$ cat src/rtl/dfr_queue.sv
// Small FIFO between front and back, registers only.
// Depends on nothing; word type given by parameter.
`timescale 1ns / 1ps

module dfr_queue #(
  parameter int  DEPTH = 2,
  parameter type T     = logic
) (
  input  logic clk,
  input  logic rst,
  input  logic push,
  input  T     push_word,
  input  logic pop,
  output T     head,
  output logic empty,
  output logic full
);

  localparam int PW = (DEPTH > 1) ? $clog2(DEPTH) : 1;
  localparam int CW = $clog2(DEPTH + 1);

  T              mem [DEPTH];
  logic [PW-1:0] wr_ptr;
  logic [PW-1:0] rd_ptr;
  logic [CW-1:0] count;

  assign empty = (count == '0);
  assign full  = (count == CW'(DEPTH));
  assign head  = mem[rd_ptr];

  always_ff @(posedge clk) begin
    if (rst) begin
      wr_ptr <= '0;
      rd_ptr <= '0;
      count  <= '0;
    end else begin
      if (push) begin
        wr_ptr <= (wr_ptr == PW'(DEPTH - 1)) ? '0 : wr_ptr + PW'(1);
      end
      if (pop) begin
        rd_ptr <= (rd_ptr == PW'(DEPTH - 1)) ? '0 : rd_ptr + PW'(1);
      end
      if (push && !pop) begin
        count <= count + CW'(1);
      end else if (pop && !push) begin
        count <= count - CW'(1);
      end
    end
  end

  always_ff @(posedge clk) begin
    if (push) begin
      mem[wr_ptr] <= push_word;
    end
  end

endmodule

$ cat config.mk
export PLATFORM = sky130hd
export DESIGN_NAME = dfr_queue
export DESIGN_NICKNAME = d
export VERILOG_FILES = /design/src/rtl/dfr_queue.sv
export SDC_FILE = /design/constraint.sdc
export NUM_CORES = 1
export LEC_CHECK = 0
export ABC_AREA = 1
export BUFFER_PORTS_ARGS = -buffer_cell sky130_fd_sc_hd__buf_4
export CORE_AREA = 2 2 39 41
export CTS_BUF_LIST = sky130_fd_sc_hd__clkbuf_16
export DETAILED_ROUTE_END_ITERATION = 8
export DIE_AREA = 0 0 41 43
export PLACE_DENSITY = 0.44
export SKIP_CTS_REPAIR_TIMING = 1
export SLEW_MARGIN = 10
export SYNTH_ARGS = -nofsm -noshare
export SYNTH_HDL_FRONTEND = slang
export SYNTH_SLANG_ARGS = --single-unit
$ cat constraint.sdc
create_clock -name clk -period 0.9 [get_ports clk]
set_input_delay 0.09 -clock clk [delete_from_list [all_inputs] [get_ports clk]]
set_output_delay 0.09 -clock clk [all_outputs]
set_load 0.05 [all_outputs]
---- Word level (Yosys, flattened, before mapping) ----
Memories as Yosys holds them, arrays and structs flattened. A register that Yosys moved wholly into a read port is not among the register bits.
Index checks and enable logic that the tools add are counted.
word-level totals
  flip-flop bits (word level) ............. 4
  bits in writable memories ............... 2
  input port bits ......................... 5
  output and inout bits ................... 3
  word-level logic and storage cells ...... 23
  memories ................................ 1
memories
  memory  words  width  read ports  clocked after memory_dff  wr ports  line  source
  mem     2      1      1           1                         1         22    T mem [DEPTH];
cells by class
  add/sub/neg operators ................... 4
  equality and inequality tests ........... 1
  muxes and demuxes ....................... 8
  reductions and logical operators ........ 6
operators by type and width
  kind                 number
  $mux 1               6
  $mux 2               2
  $add 1x1->1 const B  2
  $add 2x1->2 const B  1
  $eq 2x2->1 const B   1
  $logic_and 1x1->1    2
  $logic_not 1->1      2
  $logic_not 2->1      1
  $reduce_bool 2->1    1
  $sub 2x1->2 const B  1

---- Depth between registers and ports, before layout ----
  word-level depth ........................ 4
  gate-level depth with buffers ........... 8
  mapped depth without buffers ............ 8

---- Worst setup path before layout ----
OpenSTA, ideal clock, no wires.
  path kind ............................... register -> output
  from .................................... reg count[1]
  to ...................................... out full
  arrival ................................. 1.019 ns
  required time ........................... 0.810 ns
  setup slack ............................. -0.209 ns
  cell stages (with the launch flop) ...... 3
  path buffers ............................ 0
  path through ............................ dfxtp_1 > inv_1 > nor2_1
between the ends
  longest elaborated chain between the ends .. 1
RTL lines
  item                    line  source
  start, declared         25    logic [CW-1:0] count;
  start signal, assigned  44    count <= count + CW'(1);
  start signal, assigned  46    count <= count - CW'(1);
  $eq 2x2->1              28    assign full = (count == CW'(DEPTH));
  end, declared           16    output logic full
No other way between the ends.

==> results.sh <==
export IMPL_gp_congestion=0.6163
export IMPL_dr_pass1_iters=2
export IMPL_outcome="finished, violations left"
export IMPL_grt_max_degree=5
export IMPL_nets=55
export IMPL_fin_ws_ns=-0.2123
export IMPL_cpMaxStageDelayCell="mux2_2"
export IMPL_yosys_area_top_type="dfxtp_1"
export IMPL_setup_viol=3
export IMPL_instances_no_fill=64
export IMPL_placed_cells=60
export IMPL_synthTopCellsByArea="dfxtp_1 (33%), edfxtp_1 (20%), inv_1 (10%)"
export IMPL_crit_fanout=1
export IMPL_synth_avg_cell_area_sq_um=8.341
export IMPL_synth_cell_type_count=15
export IMPL_hp_class="input port to flip-flop"
export IMPL_ios=8
export IMPL_antenna_found_initial=0
export IMPL_fin_crit_ns=1.112
export IMPL_mostFrequentLayoutCells="inv_1 (8), nor2_1 (5), buf_4 (5)"
export IMPL_routed_via_count=245
export IMPL_crit_type="flip-flop to output pin"
export IMPL_port_buffers=7
export IMPL_cts_tree="yes"
export IMPL_root_buffer="clkbuf_16"
export IMPL_drive_gt1_frac=0.3958
export IMPL_antennaDiodeCount=0
export IMPL_worstPathRequired_ns=0.81
export IMPL_drc=0
export IMPL_path_delay_family="multiplexers"
export IMPL_synth_top_area_frac=0.3333
export IMPL_p_leak_nw=0.2366
export IMPL_path_cells="mux2_2 > buf_6"
export IMPL_cts_path_max_buffers=2
export IMPL_dp_hpwl_um=385.5
export IMPL_ys_seq_elements=7
export IMPL_final_common_cell="inv_1"
export IMPL_ant_nets=0
export IMPL_period_share=1.236
export IMPL_slew_viol_final=0
export IMPL_syn_to_final_growth_pct=59.17
export IMPL_cp_end_kind="output pin"
export IMPL_drtIter0Drc=1
export IMPL_p_per_area_nw_per_um2=2777
export IMPL_critPathBufInv=1
export IMPL_wl_um=524
export IMPL_start_kind="flip-flop"
export IMPL_cts_made_buffers=3
export IMPL_max_stage_delay_ns=0.33
export IMPL_start_util=0.2170
export IMPL_htree_levels=1
export IMPL_slew_headroom=0.8819
export IMPL_clk_pin_slew_worst_paths_ns=0.03
export IMPL_core_sq_um=1384
export IMPL_wire_per_inst_um=8.188
export IMPL_syn_nets=42
export IMPL_fin_skew_ns=0.001269
export IMPL_yosysSeqAreaShare=0.5333
export IMPL_worstSkewPairLatency_ns=0.23
export IMPL_clkSinkCount=7
export IMPL_dieArea_sq_um=1763
export IMPL_yosys_warnings=0
export IMPL_finalHoldViolCount=0
export IMPL_grt_first_pass_wirelength_um=834
export IMPL_die_x_um=41
export IMPL_cp_arrival_ns=1.02
export IMPL_worst_pin_slew_ns=0.1759
export IMPL_rsz0062_at_grt="true"
export IMPL_synthCells=36
export IMPL_viasPerCell=3.828
export IMPL_die_y_um=43
export IMPL_rows=14
export IMPL_ir_drop_mv=1.446
export IMPL_violations="setup timing"
export IMPL_grt_pass1_vias=229
export IMPL_fmaxAchievable_mhz=899.0
export IMPL_cap_violations=0
export IMPL_grtUsageTotal=0.08081
export IMPL_grt_overflow_total=0
export IMPL_power_total_mw=1.327
export IMPL_synth_area_sq_um=300.3
## per-stage QoR
| step | cell area (sq um) | setup TNS, ns | setup slack (ns) | hold slack [ns] | utilization |
|---|---|---|---|---|---|
| after floorplan | 305.3 | -0.004479 | -0.004479 | 0.1624 | - |
| after global placement | 385.4 | -0.02234 | -0.02234 | 0.2824 | 0.2785 |
| after detailed placement | 385.4 | -0.03438 | -0.03438 | 0.2805 | 0.2785 |
| after CTS | 464.2 | -0.4377 | -0.2442 | 0.04418 | 0.3354 |
| after global routing | 478.0 | -0.3890 | -0.2551 | 0.04472 | 0.3454 |
| final | 478.0 | -0.2769 | -0.2123 | 0.04885 | 0.3454 |
## metal layers
| layer | vias to the layer above | track usage | part of all wire | wire length, um |
|---|---|---|---|---|
| met1 | 108 | 0.07541 | 0.40 | 209 |
| met4 | 0 | 0.04000 | 0 | 0 |
| met5 | - | 0 | 0 | 0 |
| met3 | 0 | 0.07853 | 0.082 | 43 |
| met2 | 5 | 0.1125 | 0.52 | 271 |
| li1 | 132 | - | - | - |
## synthesized netlist by cell type
cell type and n:
ha_1 1, nand2_1 4, nand4_1 1, edfxtp_1 2, xnor2_1 1, nor3_1 1
dfxtp_1 5, nand2_2 1, o21ai_0 1, nor2_1 7, inv_2 1, nand3_1 1
inv_1 8, mux2_2 1, a21oi_1 1
## worst paths after layout
kind | end | cells past startpoint | slack, ns | from
setup / recovery | head | 2 | -0.21 | flip-flop
hold / removal | mem[0] | 1 | 0.05 | push_word
hold reg to reg | count[0] | 2 | 0.50 | count[0]
setup reg to reg | count[1] | 6 | 0.10 | count[0]
## logic make-up after synthesis
kind of cell	count (synthesis)	synth area share
fa+ha+maj	1	0.04166
simple gates	15	0.2125
xor+xnor	1	0.02917
mux	1	0.03750
flops	7	0.5334
buf+inv	9	0.1125
compound gates	2	0.03330
## power breakdown
| group | internal (mW) | leakage [nW] | switching (mW) |
|---|---|---|---|
| clock network | 0.577 | 0.0423 | 0.162 |
| registers | 0.358 | 0.0610 | 0.0207 |
| logic | 0.0858 | 0.133 | 0.124 |
## area by class of cell
| type | count | area, sq um |
|---|---|---|
| clock buffer | 3 | 75.07 |
| sequential | 7 | 162.7 |
| fill | 152 | 905.9 |
| timing repair buffer | 8 | 71.32 |
| tap | 16 | 20.02 |
| inverter | 9 | 33.78 |
| multi-input combinational | 20 | 111.4 |
| clock inverter | 1 | 3.754 |
No activity file was read; power rests on OpenSTA's default activity.
