$ cat config.mk
export PLATFORM = sky130hd
export DESIGN_NAME = dfr_front_flat
export DESIGN_NICKNAME = d
export VERILOG_FILES = /design/src/rtl/dfr_pkg.sv /design/src/rtl/dfr_chan_if.sv /design/src/rtl/dfr_front.sv /design/src/flat_wrapper.sv
export SDC_FILE = /design/constraint.sdc
export NUM_CORES = 1
export LEC_CHECK = 0
export ABC_AREA = 1
export BUFFER_PORTS_ARGS = -buffer_cell sky130_fd_sc_hd__buf_4
export CAP_MARGIN = 5
export CORE_ASPECT_RATIO = 0.9
export CORE_MARGIN = 2
export CORE_UTILIZATION = 45
export DETAILED_ROUTE_END_ITERATION = 7
export GPL_TIMING_DRIVEN = 1
export PLACE_DENSITY = 0.79
export RECOVER_POWER = 50
export SETUP_SLACK_MARGIN = 0.5
export SLEW_MARGIN = 25
export SYNTH_ARGS = -nofsm -noshare
export SYNTH_HDL_FRONTEND = slang
export SYNTH_SLANG_ARGS = --single-unit
$ cat constraint.sdc
create_clock -name vclk -period 5.55
set_clock_uncertainty 0.05 [all_clocks]
set_input_delay 1.11 -clock vclk [all_inputs]
set_output_delay 1.11 -clock vclk [all_outputs]
set_load 0.01 [all_outputs]
$ cat src/rtl/dfr_pkg.sv
// Types, constants and helper functions of the dragonfly next-port router.
// No dependencies.
`timescale 1ns / 1ps

package dfr_pkg;

  localparam int TABLE_DEPTH = 128;
  localparam int TIDX_W      = 7;
  localparam int ENTRY_W     = 11;

  // configuration register indexes
  typedef enum logic [2:0] {
    REG_HOSTS    = 3'd0,
    REG_ROUTERS  = 3'd1,
    REG_NGROUPS  = 3'd2,
    REG_SLICES   = 3'd3,
    REG_RELATIVE = 3'd4,
    REG_OWNGRP   = 3'd5,
    REG_OWNRTR   = 3'd6
  } reg_idx_t;

  typedef enum logic {
    FUNC_ROUTE = 1'b0,
    FUNC_LOAD  = 1'b1
  } func_t;

  typedef struct packed {
    logic [5:0] host_cnt;
    logic [5:0] rtr_cnt;
    logic [5:0] grp_cnt;
    logic [2:0] slices_per_group;
    logic       relative_mode;
    logic [4:0] own_group;
    logic [4:0] own_router;
  } cfg_t;

  typedef struct packed {
    logic [2:0] idx;
    logic [5:0] wdata;
  } cfg_word_t;

  typedef struct packed {
    logic       func;
    logic [5:0] in_port;
    logic [3:0] in_vc;
    logic [4:0] origin_grp;
    logic [4:0] dest_group;
    logic [4:0] dest_router;
    logic [5:0] dest_host;
    logic [4:0] via_grp;
    logic [1:0] gslice;
    logic [6:0] table_index;
    logic [4:0] table_router;
    logic [5:0] table_port;
  } req_t;

  typedef struct packed {
    logic [5:0] out_port;
    logic [3:0] out_vc;
  } rsp_t;

  // classified word passed from front to back
  typedef struct packed {
    logic                  is_load;
    logic                  use_tbl;
    logic [TIDX_W-1:0]     tidx;
    logic [ENTRY_W-1:0]    entry;
    logic [5:0]            port;
    logic [3:0]            vc;
  } work_t;

  // port toward router r of own group
  function automatic logic [5:0] toward_router(input logic [5:0] hosts,
                                               input logic [4:0] own,
                                               input logic [4:0] r);
    logic [5:0] t;
    t = hosts + {1'b0, r};
    if (r > own) begin
      t = t - 6'd1;
    end
    return t;
  endfunction

endpackage

$ cat src/rtl/dfr_chan_if.sv
// Valid/ready channel carrying one payload word of type T.
// Depends on nothing; payload types come from dfr_pkg at instantiation.
`timescale 1ns / 1ps

interface dfr_chan_if #(parameter type T = logic) ();
  logic valid;
  logic ready;
  T     data;

  modport source (output valid, output data, input ready);
  modport sink   (input valid, input data, output ready);
endinterface

$ cat src/rtl/dfr_front.sv
// Front end: accepts request words, classifies the input port and works out
// either the final port or the table index. Depends on dfr_pkg, dfr_chan_if.
`timescale 1ns / 1ps

module dfr_front (
  dfr_chan_if.sink        req,
  input  dfr_pkg::cfg_t   cfg,
  input  logic            q_full,
  output logic            push,
  output dfr_pkg::work_t  push_word
);

  dfr_pkg::req_t r;
  logic          is_host;
  logic          is_local;
  logic          bump;
  logic          use_tbl;
  logic [4:0]    tgt_group;
  logic [4:0]    tgt_router;
  logic          to_host;
  logic [6:0]    remap;
  logic [6:0]    tidx;

  assign r         = req.data;
  assign req.ready = !q_full;
  assign push      = req.valid && !q_full;

  always_comb begin
    is_host    = r.in_port < cfg.host_cnt;
    is_local   = ({1'b0, r.in_port} + 7'd1) <
                 ({1'b0, cfg.host_cnt} + {1'b0, cfg.rtr_cnt});
    bump       = 1'b0;
    use_tbl    = 1'b0;
    to_host    = 1'b0;
    tgt_group  = r.dest_group;
    tgt_router = r.dest_router;

    if (is_host) begin
      if (r.dest_group == r.origin_grp) begin
        if (r.dest_router == cfg.own_router) begin
          to_host = 1'b1;
        end else begin
          tgt_router = r.via_grp;
        end
      end else begin
        use_tbl   = 1'b1;
        tgt_group = r.via_grp;
      end
    end else if (is_local) begin
      if (r.dest_group == cfg.own_group) begin
        if (r.dest_router == cfg.own_router) begin
          to_host = 1'b1;
        end else begin
          bump = 1'b1;
        end
      end else begin
        use_tbl = 1'b1;
        if (r.via_grp != cfg.own_group && r.via_grp != r.dest_group) begin
          tgt_group = r.via_grp;
        end
      end
    end else begin
      bump = 1'b1;
      if (r.dest_group == cfg.own_group) begin
        to_host = (r.dest_router == cfg.own_router);
      end else begin
        use_tbl = 1'b1;
      end
    end

    // group remap, wrapping modulo the table depth
    if (!cfg.relative_mode) begin
      remap = (tgt_group >= cfg.own_group) ? ({2'b0, tgt_group} - 7'd1)
                                           : {2'b0, tgt_group};
    end else if (tgt_group > cfg.own_group) begin
      remap = {2'b0, tgt_group} - {2'b0, cfg.own_group} - 7'd1;
    end else begin
      remap = {1'b0, cfg.grp_cnt} - {2'b0, cfg.own_group} + {2'b0, tgt_group} - 7'd1;
    end
    tidx = 7'(remap * {4'b0, cfg.slices_per_group}) + {5'b0, r.gslice};

    push_word.is_load = (r.func == dfr_pkg::FUNC_LOAD);
    push_word.use_tbl = use_tbl;
    push_word.tidx    = push_word.is_load ? r.table_index : tidx;
    push_word.entry   = {r.table_router, r.table_port};
    push_word.port    = to_host ? r.dest_host
                      : dfr_pkg::toward_router(cfg.host_cnt, cfg.own_router,
                                               tgt_router);
    push_word.vc      = (bump && r.in_vc != 4'hF) ? r.in_vc + 4'd1 : r.in_vc;
  end

endmodule

$ cat src/flat_wrapper.sv
// flat-port wrapper written by rule: the top's interface ports become plain ports
module dfr_front_flat 
  (cfg, q_full, push, push_word, req_valid, req_data, req_ready);
  dfr_chan_if req_i ();
  input  dfr_pkg::cfg_t cfg;
  input  logic q_full;
  output logic push;
  output dfr_pkg::work_t push_word;
  input wire logic [$bits(req_i.valid)-1:0] req_valid;
  input wire logic [$bits(req_i.data)-1:0] req_data;
  output wire logic [$bits(req_i.ready)-1:0] req_ready;
  assign req_i.valid = req_valid;
  assign req_i.data = req_data;
  assign req_ready = req_i.ready;
  dfr_front u_core (.req(req_i), .cfg(cfg), .q_full(q_full), .push(push), .push_word(push_word));
endmodule
Word level (Yosys, flattened, before mapping). Index checks and enable logic that the tools add are counted.

Register bits after elaboration: 0. Input port bits: 35. Logic and storage cells: 33.

Add/sub/neg operators: 6. Multipliers: 1. Magnitude comparators: 5. Multiplexer cells: 17. Reductions and logical operators: 4.

Operators with widths (count): $mux W7 (3); $sub A7 B1 Y7 const B (2); $mux W1 (12); $mux W6 (2); $gt A1 B5 Y1 const A (2); $logic_not A5 Y1 (2); $add A6 B6 Y7 (1); $lt A1 B7 Y1 const A (1); $mul A7 B3 Y7 (1); $sub A6 B5 Y7 (1); $lt A1 B6 Y1 const A (1); $sub A1 B5 Y6 const A (1); $sub A6 B1 Y6 const B (1); $ge A1 B5 Y1 const A (1); $logic_and A1 B1 Y1 (1); $logic_not A1 Y1 (1).

Longest topological paths before layout.
Depth after elaboration: 6. Gate-level depth with buffers: 24.

Least setup slack after synthesis. No wires, ideal clock.

Path kind: input -> output. Start point: input cfg[6] (netlist name). End point: output push_word[27] (netlist name). Data arrival time: 4.191 ns. Required time: 4.390 ns. Slack: 0.199 ns. Stages on the path: 23. Path buffers: 0. Cells stage by stage: inv_1 > ha_1 > inv_2 > nor3_2 > ha_1 > inv_1 > nand4_4 > nand2_1 > o211ai_1 > inv_1 > nor3_1 > fa_1 > ha_1 > fa_1 > nand2_1 > nand2_1 > a21oi_1 > nand3b_1 > nand2_1 > inv_1 > nand3_1 > nand2_1 > inv_1.

RTL lines: start, declared (RTL line flat_wrapper.sv:5) `input dfr_pkg::cfg_t cfg;`; end, declared (RTL line flat_wrapper.sv:8) `output dfr_pkg::work_t push_word;`.

==> results_dict.tcl <==
set metrics [dict create \
    powerDensity_mw_per_mm2 98.83 \
    final.setup.worst_slack_ns 0.09177 \
    seq_area_um2 0 \
    viasPerCell 4.821 \
    drtAntennaViolNets 0 \
    die_h_um 56.28 \
    drt_wl_total_um 3943 \
    fp.dieArea_mm2 0.003494 \
    crit_start "cfg[5]" \
    p_leak_uw 0.001164 \
    grt_pass1_wl_um 6030 \
    io_pins 67 \
    vias 1639 \
    core-area_mm2 0.002815 \
    cp.required_ns 4.39 \
    post_drt_wl_per_cell_um 11.60 \
    drt_iter0_drc 27 \
    worst-path-buf-inv 8 \
    holdBufCountCts 0 \
    ys_types 32 \
    multiInputGateArea_mm2 0.001191 \
    die_w_um 62.08 \
    vdd_drop_max_v 0.00006659 \
    grt_pass1_vias 1501 \
    nNetsFinal 363 \
    hold_path.class "primary input to output pin" \
    syn-instance-count 227 \
    power_switching_uw 103.6 \
    gp_congestion 0.8554 \
    pwr-share-clk_pct 0 \
    period_share_pct 98.35 \
    final_common_cell "buf_4" \
    rows 18 \
    preCtsSetupSlack_ns -0.007431 \
    period_needed_ns 5.458 \
    crit_family "adder cells" \
    drv_slew 0 \
    grt-ovfl-total 0 \
    netlist_area_mm2 0.001366 \
    ys_seq_area_share_pct 0 \
    crit_path_start_kind "primary input" \
    grt_max_degree 9 \
    yosys_warnings 0 \
    swShare_pct 51.58 \
    status "complete, no violations" \
    seq_power_share_pct 0 \
    crit_path_end_kind "output pin" \
    cp.arrival_ns 4.30 \
    rsz0062_at_grt "true" \
    postSynthAreaPerCell_um2 6.019 \
    flops_and_latches 0 \
    drtPass1Iterations 4 \
    drv_cap 0 \
    fillers 245 \
    path_max_fanout 6 \
    crit_chain "buf_8, clkinvlp_4, ha_4, inv_4, nor3_4, ha_2, inv_2, nand4_4, o211ai_1, inv_1, nor3_2, fa_1, ha_4, fa_2, nand2_1, nand2_1, a21oi_2, nand3b_1, nand2_1, inv_1, nand3_1, nand2_1, inv_1, buf_6" \
    setup_violations 0 \
    start_util_pct 48.53 \
    drc 0 \
    hold_violations 0 \
    dp_hpwl_um 2914 \
    p_comb_share_pct 100.0 \
    grt.total_usage_pct 21.66 \
    area_growth_pct 48.81 \
    worst_path_most_repeated_cell "nand2_1" \
    drive_gt1_share_pct 35.00 \
    min_path_cells 0 \
    fmax_mhz 183.2 \
    cellInternalPower_uw 97.30 \
    slowest_delay_ns 0.45 \
    path_depth 24 \
    hold_ws_ns 2.170 \
    port_buffers 51 \
    nClkBuffers 0 \
    crit_end "push_word[27]" \
    final_cell_mix "buf_4, nand2_1, inv_1" \
    antenna_found_initial 0 \
    diodes 0 \
    crit_type "primary input to output pin" \
    cp_slowest_cell "fa_1" \
]
power by group through the flow:
stage / clock network [µW] / logic (µW) / registers (µW)
after floorplan: 0 / 114 / 0
after CTS: 0 / 187 / 0
after global routing: 0 / 223 / 0
after global placement: 0 / 172 / 0
after detailed placement: 0 / 175 / 0
final: 0 / 201 / 0
per-layer routing:
| layer | vias up | global-route usage, % | wire length (µm) |
|---|---|---|---|
| met1 | 727 | 26.12 | 1552 |
| met5 | - | 0 | 0 |
| met3 | 14 | 1.613 | 282 |
| li1 | 827 | - | - |
| met2 | 71 | 39.29 | 2000 |
| met4 | 0 | 6.079 | 108 |
metrics by stage:
step | setup TNS [ns] | std cells | cell area [µm²] | total power (µW) | utilization [%]
2_1_floorplan | 0 | 240 | 1459 | 114.0 | -
3_3_place_gp | 0 | 325 | 1849 | 171.7 | 65.69
3_5_place_dp | -0.007431 | 325 | 1849 | 174.5 | 65.69
4_1_cts | 0 | 336 | 1984 | 187.2 | 70.49
5_1_grt | -0.1088 | 340 | 2033 | 223.2 | 72.22
6_report | 0 | 340 | 2033 | 201.0 | 72.22
synth_stat cells (all sizes together):
| cell type | count | area share [%] |
|---|---|---|
| nand3 | 17 | 6.6 |
| a31oi | 1 | 0.46 |
| or2 | 1 | 0.46 |
| ha | 19 | 17 |
| a21oi | 8 | 2.9 |
| inv | 47 | 13 |
| nor4 | 3 | 1.4 |
| xor2 | 2 | 1.3 |
| nor2 | 22 | 8.0 |
| o21ai | 4 | 1.5 |
| fa | 7 | 10 |
| buf | 18 | 9.7 |
| nor3b | 1 | 0.55 |
| o31ai | 1 | 0.55 |
| o211ai | 2 | 1.1 |
| conb | 1 | 0.27 |
| nand2 | 60 | 17 |
| nand4 | 4 | 2.9 |
| xnor2 | 1 | 0.64 |
| nand3b | 2 | 1.1 |
| nor3 | 5 | 2.2 |
| o2111ai | 1 | 0.64 |
worst min path at each step:
stage | to | start | slack, ns
2_1_floorplan | req_ready | q_full | 2.21
3_3_place_gp | push_word[10] | req_data | 2.17
3_5_place_dp | push_word[10] | req_data | 2.17
4_1_cts | push_word[10] | req_data | 2.17
5_1_grt | push_word[10] | req_data | 2.17
6_report | push_word[10] | req_data | 2.17
repair_timing:
item / in CTS / in global routing
buffers inserted: 11 / 4
resized for setup: 14 / 8
pin swaps: 13 / 6
endpoints found under the setup margin: 4 / 4
endpoints found under the hold margin: 0 / 0
kinds of logic (layout without fill, tap and decap cells):
group / after synthesis / after routing / share of synthesized area (%)
and+or+nand+nor: 115 / 115 / 40.39
adders and majority gates: 26 / 26 / 27.66
other: 1 / 14 / 0.2745
AOI/OAI and AO/OA: 17 / 17 / 7.143
buffers and inverters: 65 / 125 / 22.62
xor gates and xnor gates: 3 / 3 / 1.923
final cells by class:
class | instances | share of cell area (%)
multi-input combinational | 175 | 58.58
timing repair buffer | 78 | 29.54
inverter | 47 | 9.415
tap | 40 | 2.462
Note: power is estimated with default switching activity, not from simulation.
