<file path="src/rtl/dfr_pkg.sv">
// Types, constants and helper functions of the dragonfly next-port router.
// No dependencies.
`timescale 1ns / 1ps

package dfr_pkg;

  localparam int TABLE_DEPTH = 128;
  localparam int TIDX_W      = 7;
  localparam int ENTRY_W     = 11;

  // configuration register indexes
  typedef enum logic [2:0] {
    REG_HOSTS    = 3'd0,
    REG_ROUTERS  = 3'd1,
    REG_NGROUPS  = 3'd2,
    REG_SLICES   = 3'd3,
    REG_RELATIVE = 3'd4,
    REG_OWNGRP   = 3'd5,
    REG_OWNRTR   = 3'd6
  } reg_idx_t;

  typedef enum logic {
    FUNC_ROUTE = 1'b0,
    FUNC_LOAD  = 1'b1
  } func_t;

  typedef struct packed {
    logic [5:0] host_cnt;
    logic [5:0] rtr_cnt;
    logic [5:0] grp_cnt;
    logic [2:0] slices_per_group;
    logic       relative_mode;
    logic [4:0] own_group;
    logic [4:0] own_router;
  } cfg_t;

  typedef struct packed {
    logic [2:0] idx;
    logic [5:0] wdata;
  } cfg_word_t;

  typedef struct packed {
    logic       func;
    logic [5:0] in_port;
    logic [3:0] in_vc;
    logic [4:0] origin_grp;
    logic [4:0] dest_group;
    logic [4:0] dest_router;
    logic [5:0] dest_host;
    logic [4:0] via_grp;
    logic [1:0] gslice;
    logic [6:0] table_index;
    logic [4:0] table_router;
    logic [5:0] table_port;
  } req_t;

  typedef struct packed {
    logic [5:0] out_port;
    logic [3:0] out_vc;
  } rsp_t;

  // classified word passed from front to back
  typedef struct packed {
    logic                  is_load;
    logic                  use_tbl;
    logic [TIDX_W-1:0]     tidx;
    logic [ENTRY_W-1:0]    entry;
    logic [5:0]            port;
    logic [3:0]            vc;
  } work_t;

  // port toward router r of own group
  function automatic logic [5:0] toward_router(input logic [5:0] hosts,
                                               input logic [4:0] own,
                                               input logic [4:0] r);
    logic [5:0] t;
    t = hosts + {1'b0, r};
    if (r > own) begin
      t = t - 6'd1;
    end
    return t;
  endfunction

endpackage

</file>
<file path="src/rtl/dfr_chan_if.sv">
// Valid/ready channel carrying one payload word of type T.
// Depends on nothing; payload types come from dfr_pkg at instantiation.
`timescale 1ns / 1ps

interface dfr_chan_if #(parameter type T = logic) ();
  logic valid;
  logic ready;
  T     data;

  modport source (output valid, output data, input ready);
  modport sink   (input valid, input data, output ready);
endinterface

</file>
<file path="src/rtl/dfr_ram.sv">
// Generic single-write, single-read RAM with registered read data.
// No dependencies.
`timescale 1ns / 1ps

module dfr_ram #(
  parameter int WIDTH = 8,
  parameter int DEPTH = 16
) (
  input  logic                     clk,
  input  logic                     we,
  input  logic [$clog2(DEPTH)-1:0] waddr,
  input  logic [WIDTH-1:0]         wdata,
  input  logic                     re,
  input  logic [$clog2(DEPTH)-1:0] raddr,
  output logic [WIDTH-1:0]         rdata
);

  logic [WIDTH-1:0] mem [DEPTH];

  always_ff @(posedge clk) begin
    if (we) begin
      mem[waddr] <= wdata;
    end
    if (re) begin
      rdata <= mem[raddr];
    end
  end

endmodule

</file>
<file path="src/rtl/dfr_back.sv">
// Back end: writes table entries, reads the table for global routes and
// holds the result word. Depends on dfr_pkg, dfr_chan_if, dfr_ram.
`timescale 1ns / 1ps

module dfr_back (
  input  logic           clk,
  input  logic           rst,
  input  dfr_pkg::cfg_t  cfg,
  input  dfr_pkg::work_t head,
  input  logic           empty,
  output logic           pop,
  dfr_chan_if.source     rsp
);

  logic                         out_free;
  logic                         s1_free;
  logic                         s1_valid;
  logic                         s1_use_tbl;
  logic [5:0]                   s1_port;
  logic [3:0]                   s1_vc;
  logic                         rd_en;
  logic                         wr_en;
  logic [dfr_pkg::ENTRY_W-1:0]  rdata;
  logic [4:0]                   ent_router;
  logic [5:0]                   ent_port;
  logic [5:0]                   port_sel;
  logic                         out_valid;
  dfr_pkg::rsp_t                out_word;

  assign out_free = !out_valid || rsp.ready;
  assign s1_free  = !s1_valid || out_free;
  assign pop      = !empty && (head.is_load || s1_free);
  assign wr_en    = pop && head.is_load;
  assign rd_en    = pop && !head.is_load;

  dfr_ram #(
    .WIDTH (dfr_pkg::ENTRY_W),
    .DEPTH (dfr_pkg::TABLE_DEPTH)
  ) u_table (
    .clk   (clk),
    .we    (wr_en),
    .waddr (head.tidx),
    .wdata (head.entry),
    .re    (rd_en),
    .raddr (head.tidx),
    .rdata (rdata)
  );

  assign ent_router = rdata[10:6];
  assign ent_port   = rdata[5:0];

  always_comb begin
    if (!s1_use_tbl) begin
      port_sel = s1_port;
    end else if (ent_router == cfg.own_router) begin
      port_sel = ent_port;
    end else begin
      port_sel = dfr_pkg::toward_router(cfg.host_cnt, cfg.own_router, ent_router);
    end
  end

  always_ff @(posedge clk) begin
    if (rst) begin
      s1_valid  <= 1'b0;
      out_valid <= 1'b0;
    end else begin
      if (s1_free) begin
        s1_valid <= rd_en;
      end
      if (out_free) begin
        out_valid <= s1_valid;
      end
    end
  end

  always_ff @(posedge clk) begin
    if (s1_free && rd_en) begin
      s1_use_tbl <= head.use_tbl;
      s1_port    <= head.port;
      s1_vc      <= head.vc;
    end
    if (out_free && s1_valid) begin
      out_word.out_port <= port_sel;
      out_word.out_vc   <= s1_vc;
    end
  end

  assign rsp.valid = out_valid;
  assign rsp.data  = out_word;

endmodule

</file>
<file path="src/flat_wrapper.sv">
// flat-port wrapper written by rule: the top's interface ports become plain ports
module dfr_back_flat 
  (clk, rst, cfg, head, empty, pop, rsp_valid, rsp_data, rsp_ready);
  dfr_chan_if rsp_i ();
  input  logic clk;
  input  logic rst;
  input  dfr_pkg::cfg_t cfg;
  input  dfr_pkg::work_t head;
  input  logic empty;
  output logic pop;
  output wire logic [$bits(rsp_i.valid)-1:0] rsp_valid;
  output wire logic [$bits(rsp_i.data)-1:0] rsp_data;
  input wire logic [$bits(rsp_i.ready)-1:0] rsp_ready;
  assign rsp_valid = rsp_i.valid;
  assign rsp_data = rsp_i.data;
  assign rsp_i.ready = rsp_ready;
  dfr_back u_core (.clk(clk), .rst(rst), .cfg(cfg), .head(head), .empty(empty), .pop(pop), .rsp(rsp_i));
endmodule
</file>
<file path="config.mk">
export PLATFORM = sky130hd
export DESIGN_NAME = dfr_back_flat
export DESIGN_NICKNAME = d
export VERILOG_FILES = /design/src/rtl/dfr_pkg.sv /design/src/rtl/dfr_chan_if.sv /design/src/rtl/dfr_ram.sv /design/src/rtl/dfr_back.sv /design/src/flat_wrapper.sv
export SDC_FILE = /design/constraint.sdc
export NUM_CORES = 1
export LEC_CHECK = 0
export BUFFER_PORTS_ARGS = -buffer_cell sky130_fd_sc_hd__buf_2
export CAP_MARGIN = 20
export CORE_AREA = 2 2 39 41
export CTS_CLUSTER_SIZE = 16
export DETAILED_ROUTE_END_ITERATION = 8
export DIE_AREA = 0 0 41 43
export PLACE_DENSITY = 0.75
export SLEW_MARGIN = 20
export SYNTH_ARGS = -nofsm -noshare
export SYNTH_HDL_FRONTEND = slang
export SYNTH_SLANG_ARGS = --single-unit
</file>
<file path="constraint.sdc">
create_clock -name clk -period 1.2 [get_ports clk]
set_clock_uncertainty 0.15 [all_clocks]
set_input_delay 0.24 -clock clk [delete_from_list [all_inputs] [get_ports clk]]
set_output_delay 0.24 -clock clk [all_outputs]
set_load 0.005 [all_outputs]
</file>
Word-level counts from Yosys, hierarchy flattened

Cells that the tools add are included.

Bits in registers: 4
Input port bits: 66
Word-level logic and storage cells: 15

Reduce and logical (&&, ||, !) cells: 11

Operators with widths:

| operator          | count |
|---|---|
| logical AND 1 bit | 4 |
| logical NOT 1 bit | 4 |
| logical OR 1 bit  | 3 |

Depth between registers and ports, before layout

Word-level depth: 7
Depth in mapped cells: 2
Gate-level depth less buffers: 2

Worst setup path before layout

Ideal clock, no wire load.

Path kind: flip-flop to output port
From: reg u_core.out_valid (netlist: u_core.rsp.valid)
To: out pop
Setup slack: 0.118 ns
Required time: 0.810 ns
Data arrival time: 0.692 ns
Path buffers: 0
Cell stages (with the launch flop): 3
Cell sequence: dfxtp_1 nand2b_1 o31a_1

Word-level cells in the longest chain between the ends: 5

Ends and longest elaborated chain:

| item                   | RTL line           | text |
|---|---|---|
| from (decl)            | dfr_back.sv:27     | `logic out_valid;` |
| from (signal assigned) | dfr_back.sv:71     | `out_valid <= s1_valid;` |
| logical NOT 1 bit      | dfr_back.sv:30     | `assign out_free = !out_valid \|\| rsp.ready;` |
| logical OR 1 bit       | dfr_back.sv:30     |  |
| logical OR 1 bit       | dfr_back.sv:31     | `assign s1_free = !s1_valid \|\| out_free;` |
| logical OR 1 bit       | dfr_back.sv:32     | `assign pop = !empty && (head.is_load \|\| s1_free);` |
| logical AND 1 bit      | dfr_back.sv:32     |  |
| to (decl)              | flat_wrapper.sv:10 | `output logic pop;` |

Every way passes these cells.

Final worst setup path

From: reg u_core.s1_valid
To: out pop

Word-level cells in the longest chain between the ends: 4

Ends and longest elaborated chain:

| item                   | RTL line       | text |
|---|---|---|
| from (decl)            | dfr_back.sv:17 | `logic s1_valid;` |
| from (signal assigned) | dfr_back.sv:68 | `s1_valid <= rd_en;` |
| logical NOT 1 bit      | dfr_back.sv:31 |  |
| logical OR 1 bit       | dfr_back.sv:31 |  |
| logical OR 1 bit       | dfr_back.sv:32 |  |
| logical AND 1 bit      | dfr_back.sv:32 |  |

Every way passes these cells.

==> impl_summary.log <==
INFO  metric final-max-slew-violation-count = 0
INFO  metric ctsLongestPathBuffers = 2
INFO  metric clk-insertion-delay-late = 0.23 ns
INFO  metric yosys.cell_types.count = 9
INFO  metric initial_core_util = 11.48%
INFO  metric startpoint_type = register
INFO  metric post-route-min-period = 1.375 ns
INFO  metric footprint_of_the_flip_flops_and_latches = 105.1 sq um
INFO  metric power.ir.vdd_worst = 0.2357 mV
INFO  metric ctsHtreeMaxLevel = 1
INFO  metric total_of_endpoints_with_negative_setup_slack_in_the_final_report = 2
INFO  metric timing.reg2reg.worst_path_depth = 2
INFO  metric fin_crit_sh = 114.6%
INFO  metric result_of_the_run = complete, but fails checks
INFO  metric placement.setup.worst_slack = -0.04014 ns
INFO  metric clock.fmax = 727.2 MHz
INFO  metric worstPathMaxFanout = 2
INFO  metric required = 0.81 ns
INFO  metric hold_end = u_core.s1_vc[0]$_DFFE_PP_
INFO  metric drt_wirelength = 370 um
INFO  metric area_share_of_the_largest_cell_type_after_synthesis = 37.80%
INFO  metric total_die_area = 1763 sq um
INFO  metric netlist_instances = 14
INFO  metric startpoint_of_the_worst_hold_path = head[0]
INFO  metric p_clk_share = 49.3%
INFO  metric floorplan.rows = 14
INFO  metric wire_per_inst = 8.043 um
INFO  metric cell_internal_pwr = 296.0 uW
INFO  metric grt_pass1_wl = 538 um
INFO  metric rsz0062_at_grt = true
INFO  metric total_power = 372.3 uW
INFO  metric library_cell_with_the_highest_instance_count_after_synthesis = sky130_fd_sc_hd__inv_1
INFO  metric area_of_the_mapped_netlist = 158.9 sq um
INFO  metric n_antenna_cell = 0
INFO  metric yosysWarnings = 0
INFO  metric synth-main-ff-cell = sky130_fd_sc_hd__edfxtp_1
INFO  metric top_level_ports = 69
INFO  metric syn-num-nets = 80
INFO  metric clock_tree_from_tritoncts = done
INFO  metric globalRoute.totalOverflow = 0
INFO  metric maxSlewHeadroom = 80.43%
INFO  metric die_h = 43 um
INFO  metric total_leakage_power = 0.1324 nW
INFO  metric portBuffers = 8
INFO  metric pwrdens = 1250 nW/um^2
INFO  metric post-route-worst-setup-slack = -0.1751 ns
INFO  metric tightest_slew = 0.2915 ns
INFO  metric dr_total_vias = 166
INFO  metric synth.avg_cell_area = 11.35 sq um
INFO  metric synth-seq-cells = 4
INFO  metric setup.worst_path.end_class = primary output
INFO  metric swShare = 20.50%
INFO  metric max_cap_viol_count = 0
INFO  metric ranking_of_synthesized_cells_by_area = sky130_fd_sc_hd__edfxtp_1, sky130_fd_sc_hd__dfxtp_1, sky130_fd_sc_hd__inv_1, sky130_fd_sc_hd__a21oi_1, sky130_fd_sc_hd__a311oi_1
INFO  metric grt_start_max_net_pins = 4
INFO  metric combinational_share_of_power = 9.9%
INFO  metric multi_input_comb_area = 55.05 sq um
INFO  metric clk_transition_reported_paths = 0.04 ns
INFO  metric synth.cells.most_frequent = sky130_fd_sc_hd__inv_1, sky130_fd_sc_hd__a21oi_1, sky130_fd_sc_hd__dfxtp_1, sky130_fd_sc_hd__edfxtp_1
INFO  metric critPathKind = register to primary output
INFO  metric syn2layout_area_growth = 87.40%
INFO  metric detailedRoute.firstIterationViolations = 0
INFO  metric finalHoldViolations = 0
INFO  metric gp_congestion = 0.4212
INFO  metric total_nets_final = 97
INFO  metric fillerInstances = 153
INFO  metric pwr-share-seq = 40.8%
INFO  metric timing.setup.tns = -0.2121 ns
INFO  metric worst-endpoint-arrival = 0.99 ns
INFO  metric postSynth.asyncResetShare = 0%
INFO  metric clock_buffers_created_by_tritoncts = 3
INFO  metric p_switching = 76.33 uW
INFO  metric vias_in_the_first_global_route = 159
INFO  metric antenna_found_initial = 0
INFO  metric synth_enable_flop_cells = 2
INFO  metric worstReg2RegStart = u_core.rsp.valid$_SDFFE_PP0N_
INFO  metric drt_first_pass_iters = 1
INFO  metric ys_seq_area_share = 62.99%
INFO  metric fraction_of_final_layout_cells_with_drive_strength_greater_than_1 = 63.33%
INFO  metric hpwl = 261.1 um
INFO  metric core_area = 1384 sq um
INFO  metric hold_depth = 1
INFO  metric hold_path_class = input port to register
INFO  metric cts_root_buffer = sky130_fd_sc_hd__clkbuf_4
INFO  metric dieWidth = 41 um
INFO  metric synth_top_cell_by_area = sky130_fd_sc_hd__edfxtp_1
INFO  metric postRouteAntennaNets = 0
INFO  metric ctsHoldBuffers = 0
INFO  metric route.detailed.vias_per_inst = 3.609
INFO  metric regToRegSetupSlack = -0.04 ns
INFO  metric clkSinkCount = 4
INFO  metric rr_endpoint = u_core.s1_vc[0]$_DFFE_PP_
INFO  metric grtUsageTotal = 5.110%
INFO  metric drc = 0
INFO  metric failed_checks = negative setup slack
==> worst max path at each step <==
| stage | start | endpoint | slack, ns | cells past startpoint |
|---|---|---|---|---|
| 2_1_floorplan | u_core.rsp.valid$_SDFFE_PP0N_ | pop | 0.12 | 2 |
| 6_report | u_core.s1_valid$_SDFFE_PP0P_ | pop | -0.18 | 3 |
| 4_1_cts | u_core.s1_valid$_SDFFE_PP0P_ | pop | -0.18 | 3 |
| 3_5_place_dp | rsp_ready | pop | -0.04 | 4 |
| 3_3_place_gp | rsp_ready | pop | -0.03 | 4 |
| 5_1_grt | u_core.s1_valid$_SDFFE_PP0P_ | pop | -0.23 | 3 |
==> power groups by stage <==
stage | Clock [mW] | Combinational (mW) | Sequential, mW
4_1_cts | 0.195 | 0.0331 | 0.152
3_3_place_gp | 0 | 0.0284 | 0.154
5_1_grt | 0.209 | 0.0417 | 0.152
6_report | 0.184 | 0.0368 | 0.152
2_1_floorplan | 0 | 0.00992 | 0.154
3_5_place_dp | 0 | 0.0293 | 0.154
==> through the flow <==
| step | instance area [sq um] | utilization, % | hold slack [ns] | cells |
|---|---|---|---|---|
| floorplan | 158.9 | - | 0.1591 | 14 |
| global placement | 234.0 | 16.91 | 0.2548 | 40 |
| detailed placement | 234.0 | 16.91 | 0.2556 | 40 |
| CTS | 277.8 | 20.07 | 0.01852 | 46 |
| global route | 297.8 | 21.52 | 0.01725 | 46 |
| finish | 297.8 | 21.52 | 0.02754 | 46 |
==> timing repair <==
item / CTS / global route
endpoints found under the hold margin: 0 / 0
setup buffers: 2 / 0
resized for setup: 3 / 4
gates cloned: 0 / 0
endpoints found under the setup margin: 1 / 3
==> sequential cells by signal, summed over array words and instances, names as in the netlist <==
register,flops
u_core.rsp.data,1
u_core.rsp.valid,1
u_core.s1_valid,1
u_core.s1_vc,1
==> cell families after synthesis <==
logic type             after synthesis  synth area share (%)
DFF                                  4                 62.99
and+or+nand+nor                      2                 7.879
AOI/OAI and AO/OA                    5                 22.05
buffers and inverters                3                 7.086
==> placed cells by master (no fill, tap or decap) <==
cell,n
sky130_fd_sc_hd__dfxtp_2,1
sky130_fd_sc_hd__clkbuf_4,3
sky130_fd_sc_hd__buf_6,2
sky130_fd_sc_hd__buf_2,7
sky130_fd_sc_hd__or3_1,1
sky130_fd_sc_hd__o31a_1,1
sky130_fd_sc_hd__inv_1,2
sky130_fd_sc_hd__clkbuf_1,1
sky130_fd_sc_hd__edfxtp_1,2
sky130_fd_sc_hd__a311oi_1,1
sky130_fd_sc_hd__o31ai_1,1
sky130_fd_sc_hd__dfxtp_4,1
sky130_fd_sc_hd__nand2b_4,1
sky130_fd_sc_hd__inv_2,1
sky130_fd_sc_hd__a21oi_1,2
sky130_fd_sc_hd__buf_4,3
==> worst max-delay path, stage by stage, from the launching register on <==
cell,delay [ns]
sky130_fd_sc_hd__dfxtp_2,0.32
sky130_fd_sc_hd__inv_2,0.04
sky130_fd_sc_hd__o31a_1,0.28
sky130_fd_sc_hd__buf_2,0.12
==> cell type report <==
class                           count  share of cell area, %
Inverter                            3                  3.782
Timing Repair Buffer               12                  26.89
Clock buffer                        4                  8.824
Sequential cell                     4                  35.29
Multi-Input combinational cell      7                  18.49
Tap cell                           16                  6.723
==> layer usage <==
metal | GRT usage, % | vias up | share of wire (%)
met5 | 0 | - | 0
met3 | 3.141 | 0 | 11
li1 | - | 83 | -
met4 | 6.000 | 0 | 0
met2 | 8.438 | 8 | 51
met1 | 2.875 | 75 | 38
(Power assumes the default switching activity.)
